===== config.mk =====
export PLATFORM = sky130hd
export DESIGN_NAME = hsv_color_class_histogram_flat
export DESIGN_NICKNAME = d
export VERILOG_FILES = /design/src/rtl/core/hsvch_pkg.sv /design/src/rtl/core/hsvch_if.sv /design/src/rtl/core/hsvch_ctrl.sv /design/src/rtl/core/hsvch_datapath.sv /design/src/rtl/core/hsv_color_class_histogram.sv /design/src/flat_wrapper.sv
export SDC_FILE = /design/constraint.sdc
export NUM_CORES = 1
export LEC_CHECK = 0
export BUFFER_PORTS_ARGS = -buffer_cell sky130_fd_sc_hd__buf_2
export CAP_MARGIN = 20
export CELL_PAD_IN_SITES_DETAIL_PLACEMENT = 0
export CELL_PAD_IN_SITES_GLOBAL_PLACEMENT = 1
export CORE_ASPECT_RATIO = 0.8
export CORE_UTILIZATION = 25
export CTS_CLUSTER_DIAMETER = 80
export CTS_CLUSTER_SIZE = 30
export DETAILED_ROUTE_END_ITERATION = 8
export PLACE_DENSITY = 0.47
export SLEW_MARGIN = 10
export SYNTH_ARGS = -nofsm -noshare
export SYNTH_HDL_FRONTEND = slang
export SYNTH_SLANG_ARGS = --single-unit

===== constraint.sdc =====
create_clock -name i_clk -period 14.34 [get_ports i_clk]
set_clock_uncertainty 0.2 [all_clocks]
set_input_delay 2.151 -clock i_clk [delete_from_list [all_inputs] [get_ports i_clk]]
set_output_delay 2.151 -clock i_clk [all_outputs]
set_load 0.01 [all_outputs]

===== src/rtl/core/hsvch_pkg.sv =====
// Shared types, constants and the pixel classifier for the HSV color histogram.
package hsvch_pkg;

    localparam int unsigned MAX_PIXELS  = 1048576;
    localparam int unsigned CNT_W       = $clog2(MAX_PIXELS + 1);
    localparam int unsigned NUM_CLASSES = 11;
    localparam int unsigned CLS_W       = 4;
    localparam int unsigned PCT_W       = 7;
    localparam int unsigned BIT_W       = 3;
    localparam int unsigned NUM_W       = CNT_W + PCT_W;

    localparam logic [CNT_W-1:0] CNT_MAX   = CNT_W'(MAX_PIXELS);
    localparam logic [BIT_W-1:0] TOP_BIT   = BIT_W'(PCT_W - 1);
    localparam logic [CLS_W-1:0] LAST_CLS  = CLS_W'(NUM_CLASSES - 1);

    // classification thresholds
    localparam logic [7:0] V_BLACK      = 8'd75;
    localparam logic [7:0] V_WHITE      = 8'd190;
    localparam logic [7:0] S_WHITE      = 8'd27;
    localparam logic [7:0] S_GREY       = 8'd53;
    localparam logic [7:0] V_GREY       = 8'd185;
    localparam logic [7:0] H_RED        = 8'd14;
    localparam logic [7:0] H_ORANGE     = 8'd25;
    localparam logic [7:0] H_YELLOW     = 8'd34;
    localparam logic [7:0] H_GREEN      = 8'd73;
    localparam logic [7:0] H_AQUA       = 8'd102;
    localparam logic [7:0] H_BLUE       = 8'd127;
    localparam logic [7:0] H_PURPLE     = 8'd149;
    localparam logic [7:0] H_PINK       = 8'd175;

    typedef enum logic [CLS_W-1:0] {
        CLS_BLACK  = 4'd0,
        CLS_WHITE  = 4'd1,
        CLS_GREY   = 4'd2,
        CLS_RED    = 4'd3,
        CLS_ORANGE = 4'd4,
        CLS_YELLOW = 4'd5,
        CLS_GREEN  = 4'd6,
        CLS_AQUA   = 4'd7,
        CLS_BLUE   = 4'd8,
        CLS_PURPLE = 4'd9,
        CLS_PINK   = 4'd10
    } t_class;

    typedef struct packed {
        logic             accum;
        logic             scan;
        logic             scan_first;
        logic             load;
        logic             div_step;
        logic             clear;
        logic [CLS_W-1:0] sel;
        logic [BIT_W-1:0] bit_idx;
    } t_cmd;

    function automatic t_class classify(input logic [7:0] h, input logic [7:0] s,
                                        input logic [7:0] v);
        t_class c;
        if (v < V_BLACK)                  c = CLS_BLACK;
        else if (v > V_WHITE && s < S_WHITE) c = CLS_WHITE;
        else if (s < S_GREY && v < V_GREY)   c = CLS_GREY;
        else if (h < H_RED)               c = CLS_RED;
        else if (h < H_ORANGE)            c = CLS_ORANGE;
        else if (h < H_YELLOW)            c = CLS_YELLOW;
        else if (h < H_GREEN)             c = CLS_GREEN;
        else if (h < H_AQUA)              c = CLS_AQUA;
        else if (h < H_BLUE)              c = CLS_BLUE;
        else if (h < H_PURPLE)            c = CLS_PURPLE;
        else if (h < H_PINK)              c = CLS_PINK;
        else                              c = CLS_RED;
        return c;
    endfunction

    function automatic logic [CNT_W-1:0] sat_inc(input logic [CNT_W-1:0] x);
        return (x < CNT_MAX) ? x + 1'b1 : CNT_MAX;
    endfunction

endpackage


===== src/rtl/core/hsvch_if.sv =====
// Valid/ready channel interfaces for pixel words and histogram result words.
interface hsvch_pix_if;
    logic       valid;
    logic       ready;
    logic [7:0] hue;
    logic [7:0] saturation;
    logic [7:0] brightness;
    logic       region_end;

    modport source (output valid, hue, saturation, brightness, region_end, input ready);
    modport sink   (input valid, hue, saturation, brightness, region_end, output ready);
endinterface

interface hsvch_res_if;
    logic                          valid;
    logic                          ready;
    logic [hsvch_pkg::CLS_W-1:0]   color_class;
    logic [hsvch_pkg::PCT_W-1:0]   percent;
    logic [hsvch_pkg::CLS_W-1:0]   dominant_class;
    logic                          last_of_run;

    modport source (output valid, color_class, percent, dominant_class, last_of_run,
                    input ready);
    modport sink   (input valid, color_class, percent, dominant_class, last_of_run,
                    output ready);
endinterface


===== src/rtl/core/hsvch_ctrl.sv =====
// Sequencer: pixel accumulation, dominant scan, per-class division and result hand-off.
module hsvch_ctrl (
    input  logic              i_clk,
    input  logic              i_rst_n,
    input  logic              i_in_valid,
    input  logic              i_in_last,
    output logic              o_in_ready,
    output logic              o_out_valid,
    input  logic              i_out_ready,
    output hsvch_pkg::t_cmd   o_cmd
);

    typedef enum logic [4:0] {
        ST_ACCUM = 5'b00001,
        ST_SCAN  = 5'b00010,
        ST_LOAD  = 5'b00100,
        ST_DIV   = 5'b01000,
        ST_EMIT  = 5'b10000
    } t_state;

    t_state                       r_state, n_state;
    logic [hsvch_pkg::CLS_W-1:0]  r_cls,   n_cls;
    logic [hsvch_pkg::BIT_W-1:0]  r_bit,   n_bit;

    always_comb begin
        n_state     = r_state;
        n_cls       = r_cls;
        n_bit       = r_bit;
        o_in_ready  = 1'b0;
        o_out_valid = 1'b0;
        o_cmd       = '0;
        o_cmd.sel     = r_cls;
        o_cmd.bit_idx = r_bit;
        unique case (r_state)
            ST_ACCUM: begin
                o_in_ready  = 1'b1;
                o_cmd.accum = i_in_valid;
                if (i_in_valid && i_in_last) begin
                    n_state = ST_SCAN;
                    n_cls   = '0;
                end
            end
            ST_SCAN: begin
                o_cmd.scan       = 1'b1;
                o_cmd.scan_first = (r_cls == '0);
                if (r_cls == hsvch_pkg::LAST_CLS) begin
                    n_state = ST_LOAD;
                    n_cls   = '0;
                end else begin
                    n_cls = r_cls + 1'b1;
                end
            end
            ST_LOAD: begin
                o_cmd.load = 1'b1;
                n_bit      = hsvch_pkg::TOP_BIT;
                n_state    = ST_DIV;
            end
            ST_DIV: begin
                o_cmd.div_step = 1'b1;
                if (r_bit == '0) n_state = ST_EMIT;
                else             n_bit   = r_bit - 1'b1;
            end
            ST_EMIT: begin
                o_out_valid = 1'b1;
                if (i_out_ready) begin
                    if (r_cls == hsvch_pkg::LAST_CLS) begin
                        o_cmd.clear = 1'b1;
                        n_state     = ST_ACCUM;
                    end else begin
                        n_cls   = r_cls + 1'b1;
                        n_state = ST_LOAD;
                    end
                end
            end
            default: n_state = ST_ACCUM;
        endcase
    end

    always_ff @(posedge i_clk) begin
        if (!i_rst_n) begin
            r_state <= ST_ACCUM;
            r_cls   <= '0;
            r_bit   <= '0;
        end else begin
            r_state <= n_state;
            r_cls   <= n_cls;
            r_bit   <= n_bit;
        end
    end

endmodule


===== src/rtl/core/hsvch_datapath.sv =====
// Tallies, pixel count, dominant-class search and the bit-serial percent divider.
module hsvch_datapath (
    input  logic                         i_clk,
    input  logic                         i_rst_n,
    input  hsvch_pkg::t_cmd              i_cmd,
    input  logic [7:0]                   i_hue,
    input  logic [7:0]                   i_saturation,
    input  logic [7:0]                   i_brightness,
    output logic [hsvch_pkg::CLS_W-1:0]  o_color_class,
    output logic [hsvch_pkg::PCT_W-1:0]  o_percent,
    output logic [hsvch_pkg::CLS_W-1:0]  o_dominant_class,
    output logic                         o_last_of_run
);

    localparam int unsigned CW = hsvch_pkg::CNT_W;
    localparam int unsigned NW = hsvch_pkg::NUM_W;

    logic [CW-1:0]                 r_tally [hsvch_pkg::NUM_CLASSES];
    logic [CW-1:0]                 r_count;
    logic [CW-1:0]                 r_best;
    logic [hsvch_pkg::CLS_W-1:0]   r_dom;
    logic [NW-1:0]                 r_rem;
    logic [hsvch_pkg::PCT_W-1:0]   r_quo;

    hsvch_pkg::t_class             pix_cls;
    logic [CW-1:0]                 tally_sel;
    logic [NW-1:0]                 tally_x100;
    logic [NW-1:0]                 div_shift;
    logic                          div_ge;

    assign pix_cls   = hsvch_pkg::classify(i_hue, i_saturation, i_brightness);
    assign tally_sel = r_tally[i_cmd.sel];

    // x*100 = x*64 + x*32 + x*4
    assign tally_x100 = (NW'(tally_sel) << 6) + (NW'(tally_sel) << 5) + (NW'(tally_sel) << 2);
    assign div_shift  = NW'(r_count) << i_cmd.bit_idx;
    assign div_ge     = (r_rem >= div_shift);

    always_ff @(posedge i_clk) begin
        if (!i_rst_n) begin
            for (int j = 0; j < hsvch_pkg::NUM_CLASSES; j++) r_tally[j] <= '0;
            r_count <= '0;
        end else if (i_cmd.clear) begin
            for (int j = 0; j < hsvch_pkg::NUM_CLASSES; j++) r_tally[j] <= '0;
            r_count <= '0;
        end else if (i_cmd.accum) begin
            for (int j = 0; j < hsvch_pkg::NUM_CLASSES; j++) begin
                if (pix_cls == hsvch_pkg::CLS_W'(j))
                    r_tally[j] <= hsvch_pkg::sat_inc(r_tally[j]);
            end
            r_count <= hsvch_pkg::sat_inc(r_count);
        end
    end

    // first maximum wins: strict compare after the first class
    always_ff @(posedge i_clk) begin
        if (i_cmd.scan && (i_cmd.scan_first || tally_sel > r_best)) begin
            r_best <= tally_sel;
            r_dom  <= i_cmd.sel;
        end
    end

    // restoring division, one quotient bit per cycle, MSB first
    always_ff @(posedge i_clk) begin
        if (i_cmd.load) begin
            r_rem <= tally_x100;
            r_quo <= '0;
        end else if (i_cmd.div_step) begin
            if (div_ge) r_rem <= r_rem - div_shift;
            r_quo <= {r_quo[hsvch_pkg::PCT_W-2:0], div_ge};
        end
    end

    assign o_color_class    = i_cmd.sel;
    assign o_percent        = r_quo;
    assign o_dominant_class = r_dom;
    assign o_last_of_run    = (i_cmd.sel == hsvch_pkg::LAST_CLS);

endmodule


===== src/rtl/core/hsv_color_class_histogram.sv =====
// Top level of the HSV color-class histogram: sequencer plus datapath.
// Usage:
//   i_pix takes one HSV pixel word per cycle while ready is high; region_end
//   marks the last pixel of a region. Each pixel is classified into one of
//   eleven color classes and counted in the cycle it is accepted.
//   After the flagged pixel, i_pix.ready drops and the block finds the
//   dominant class (one tally compared per cycle), then for each
//   class computes tally*100/count with a restoring divider: a load step,
//   then one quotient bit per divide step, MSB first, then holds the word on o_res.
//   Eleven result words leave in class order, the last with last_of_run set.
//   Pixels are taken again only after the eleventh word has left; a stalled
//   receiver simply holds the result word and the sequencer waits.
//   Tallies and count clear after the eleventh word.
//   Reset (synchronous, i_rst_n low) clears tallies, count and the sequencer;
//   the block then accepts pixels at once.
module hsv_color_class_histogram (
    input  logic         i_clk,
    input  logic         i_rst_n,
    hsvch_pix_if.sink    i_pix,
    hsvch_res_if.source  o_res
);

    hsvch_pkg::t_cmd cmd;

    hsvch_ctrl u_ctrl (
        .i_clk       (i_clk),
        .i_rst_n     (i_rst_n),
        .i_in_valid  (i_pix.valid),
        .i_in_last   (i_pix.region_end),
        .o_in_ready  (i_pix.ready),
        .o_out_valid (o_res.valid),
        .i_out_ready (o_res.ready),
        .o_cmd       (cmd)
    );

    hsvch_datapath u_datapath (
        .i_clk            (i_clk),
        .i_rst_n          (i_rst_n),
        .i_cmd            (cmd),
        .i_hue            (i_pix.hue),
        .i_saturation     (i_pix.saturation),
        .i_brightness     (i_pix.brightness),
        .o_color_class    (o_res.color_class),
        .o_percent        (o_res.percent),
        .o_dominant_class (o_res.dominant_class),
        .o_last_of_run    (o_res.last_of_run)
    );

endmodule


===== src/flat_wrapper.sv =====
// flat-port wrapper written by rule: the top's interface ports become plain ports
module hsv_color_class_histogram_flat 
  (i_clk, i_rst_n, i_pix_valid, i_pix_hue, i_pix_saturation, i_pix_brightness, i_pix_region_end, i_pix_ready, o_res_valid, o_res_color_class, o_res_percent, o_res_dominant_class, o_res_last_of_run, o_res_ready);
  hsvch_pix_if i_pix_i ();
  hsvch_res_if o_res_i ();
  input  logic i_clk;
  input  logic i_rst_n;
  input wire logic [$bits(i_pix_i.valid)-1:0] i_pix_valid;
  input wire logic [$bits(i_pix_i.hue)-1:0] i_pix_hue;
  input wire logic [$bits(i_pix_i.saturation)-1:0] i_pix_saturation;
  input wire logic [$bits(i_pix_i.brightness)-1:0] i_pix_brightness;
  input wire logic [$bits(i_pix_i.region_end)-1:0] i_pix_region_end;
  output wire logic [$bits(i_pix_i.ready)-1:0] i_pix_ready;
  output wire logic [$bits(o_res_i.valid)-1:0] o_res_valid;
  output wire logic [$bits(o_res_i.color_class)-1:0] o_res_color_class;
  output wire logic [$bits(o_res_i.percent)-1:0] o_res_percent;
  output wire logic [$bits(o_res_i.dominant_class)-1:0] o_res_dominant_class;
  output wire logic [$bits(o_res_i.last_of_run)-1:0] o_res_last_of_run;
  input wire logic [$bits(o_res_i.ready)-1:0] o_res_ready;
  assign i_pix_i.valid = i_pix_valid;
  assign i_pix_i.hue = i_pix_hue;
  assign i_pix_i.saturation = i_pix_saturation;
  assign i_pix_i.brightness = i_pix_brightness;
  assign i_pix_i.region_end = i_pix_region_end;
  assign i_pix_ready = i_pix_i.ready;
  assign o_res_valid = o_res_i.valid;
  assign o_res_color_class = o_res_i.color_class;
  assign o_res_percent = o_res_i.percent;
  assign o_res_dominant_class = o_res_i.dominant_class;
  assign o_res_last_of_run = o_res_i.last_of_run;
  assign o_res_i.ready = o_res_ready;
  hsv_color_class_histogram u_core (.i_clk(i_clk), .i_rst_n(i_rst_n), .i_pix(i_pix_i), .o_res(o_res_i));
endmodule

==> impl_metrics.py <==
metrics = {
    "cts": {
        "numCtsBuffers": 28,
        "cts-hold-fix-buffers": 0,
        "post-cts-setup-buffers": 0,
        "root_buffer": "clkbuf_16",
        "cts.sinks": 328,
        "clk_latency_ps": 620,
        "cts_resized": 0,
        "cts_tree": "yes",
        "cts_max_level": 1,
        "clock_path_buffers": 3,
        "clk_pin_slew_ps": 90,
    },
    "global_routing": {
        "grt_max_degree": 44,
        "overflow": 0,
        "first_global_vias": 15100,
        "grt_usage_pct": 14.4,
        "grt_pass1_wl_mm": 96.7,
        "antenna_found_initial": 1,
    },
    "pwr": {
        "power_frac_clock_pct": 34.6,
        "internal-power_mw": 1.71,
        "seqPwrFrac_pct": 45.5,
        "peakVddDrop_mv": 0.0830,
        "comb_power_share_pct": 19.8,
        "p_switching_mw": 0.820,
        "swShare_pct": 32.4,
        "powerDensity_mw_per_mm2": 105,
        "p_leak_nw": 8.40,
    },
    "synthesis": {
        "postSynthCellCount": 2063,
        "ys_types": 83,
        "synth_area_leader_cell": "edfxtp_1",
        "yosys_most_used_dff": "edfxtp_1",
        "synth-edff-count": 284,
        "syn_avg_cell_area_um2": 10.5,
        "syn-cell-area_mm2": 0.0217,
        "synth_area_leaders": "edfxtp_1, mux4_2, xor2_1",
        "yosysTopAreaCellShare_pct": 39.4,
        "yosysSeqAreaShare_pct": 43.4,
        "ys_warn_count": 0,
        "synth_nets": 2202,
        "ys_seq_elements": 328,
        "async_reset_ff_share_pct": 0,
    },
    "critical_path": {
        "crit_fanout": 43,
        "path_class": "register to register",
        "crit_path_end_kind": "register",
        "start_kind": "register",
        "worst_ep_arrival_time_ps": 6150,
        "crit_required_ps": 14500,
    },
    "finish": {
        "layout-drive-gt1-share_pct": 12.2,
        "area_growth_syn_to_layout_pct": 11.6,
        "final_common_cell": "nor2_1",
        "fillerInstances": 8996,
        "final_cell_mix": "nor2_1, edfxtp_1, xor2_1",
        "antenna_cells": 0,
        "finalNetCount": 2220,
    },
    "flow_run": {
        "max_cap_viol_count": 0,
    },
    "floorplanning": {
        "dieArea_mm2": 0.0878,
        "fp.dieH_um": 265,
        "num_rows": 96,
        "top_level_ports": 47,
        "fp.dieW_um": 331,
        "core_area_mm2": 0.0858,
        "initial_core_util_pct": 25.3,
    },
    "place": {
        "place_ws_ps": 8180,
        "place_hpwl_mm": 47.9,
        "port_buffers": 46,
        "gp_congestion": 0.845,
    },
    "sta": {
        "relSlewSlack_pct": 29.6,
        "setup_viol": 0,
        "final.period_utilization_pct": 41.8,
        "drv_slew": 0,
        "hold_ws_ps": 268,
        "fin_crit_ps": 6000,
        "rsz0062_at_grt": "false",
        "layout_setup_ws_ps": 8340,
        "fin_setup_tns_ps": 0,
        "tightest_slew_ps": 1050,
        "hold_viol": 0,
        "fmax_mhz": 167,
    },
    "drt": {
        "wl_per_cell_um": 19.6,
        "ant_nets": 0,
        "drt_iter0_drc": 1028,
        "routed_wl_mm": 63.4,
        "drcViolationCount": 0,
        "via_per_inst": 4.85,
        "dr.pass1.iters": 6,
        "dr_total_vias": 15700,
    },
    "worst_hold_path": {
        "min_path_type": "register to register",
    },
    "outcome": {
        "outcome": "completed",
    },
}
metal layers:
metal  GRT usage, %  wire, um
met5              0         0
met4           2.59      1070
met3           3.05      3370
met2           20.5     26300
met1           22.1     32700
kinds of logic (layout without fill, tap and decap cells):
logic type                 after synthesis  in the layout  share of synthesized area [%]
adders and majority gates              110            110                           7.01
buffers and inverters                  150            190                           2.84
and+or+nand+nor                        838            838                           18.3
muxes                                  127            127                           10.4
DFF                                    328            328                           43.4
xor gates and xnor gates               251            251                           10.2
AOI/OAI and AO/OA                      259            259                           7.85
synth_stat cells (all sizes together) (29+ instances only):
cell type  count
dfxtp         44
mux4          76
o21ai         48
ha            91
and3          80
nand4         37
xor2         154
edfxtp       284
nand2        153
nand3        111
clkbuf        50
a21oi         74
xnor2         97
nor2         351
inv           74
mux2i         29
a21o          30
power groups by stage:
stage	Combinational (mW)	Clock, mW	Sequential (mW)
after CTS	0.503	0.917	1.15
after global routing	0.567	0.941	1.16
after global placement	0.499	0	1.18
after floorplan	0.367	0	1.15
final	0.503	0.877	1.15
after detailed placement	0.500	0	1.18
through the flow:
step / utilization, % / instances / area [um2] / power, mW
CTS: 28.1 / 3224 / 24100 / 2.57
global route: 28.2 / 3230 / 24200 / 2.67
detailed placement: 26.9 / 3172 / 23100 / 1.68
global placement: 26.9 / 3172 / 23100 / 1.67
finish: 28.2 / 3230 / 24200 / 2.53
floorplan: - / 2063 / 21700 / 1.51
final cells by class:
type / instances / area (um2) / area share [%]
Multi-Input combinational cell: 1585 / 11700 / 48.2
Sequential cell: 328 / 9410 / 38.9
Tap cell: 1127 / 1410 / 5.83
Clock buffer: 31 / 733 / 3.03
Timing Repair Buffer: 62 / 400 / 1.66
Inverter: 76 / 285 / 1.18
Clock inverter: 21 / 272 / 1.12
final timing paths:
| kind | to | slack, ps | from | cells past startpoint |
|---|---|---|---|---|
| setup / recovery | u_core.u_datapath.r_rem[26] | 8340 | register | 15 |
| hold / removal | u_core.u_datapath.o_percent[6] | 270 | u_core.u_datapath.o_percent[6] | 2 |
| setup reg to reg | u_core.u_datapath.r_rem[26] | 8340 | register | 15 |
| hold reg to reg | u_core.u_datapath.o_percent[6] | 270 | u_core.u_datapath.o_percent[6] | 2 |
registers in the layout, indices dropped and copies added, names as in the netlist, named ones only:
register and count:
u_core.u_datapath.o_percent 7, u_core.u_ctrl.r_state 5, u_core.u_ctrl.r_bit 3, u_core.u_ctrl.r_cls 4, u_core.u_datapath.o_dominant_class 4, u_core.u_datapath.r_tally 231, u_core.u_datapath.r_best 21, u_core.u_datapath.r_rem 28
u_core.u_datapath.r_count 21
critical path, stage by stage, from the launching register on:
cell and delay (ps):
dfxtp_4 540, buf_4 600, mux4_2 600, mux4_2 560
fa_1 570, ha_1 160, inv_1 50, fa_1 390
nand2b_1 180, a21oi_1 270, o21ai_0 190, o21ai_0 580
a211oi_1 210, o21bai_1 180, a31oi_1 100, a211o_1 270
Power figures use the tool's default switching activity.
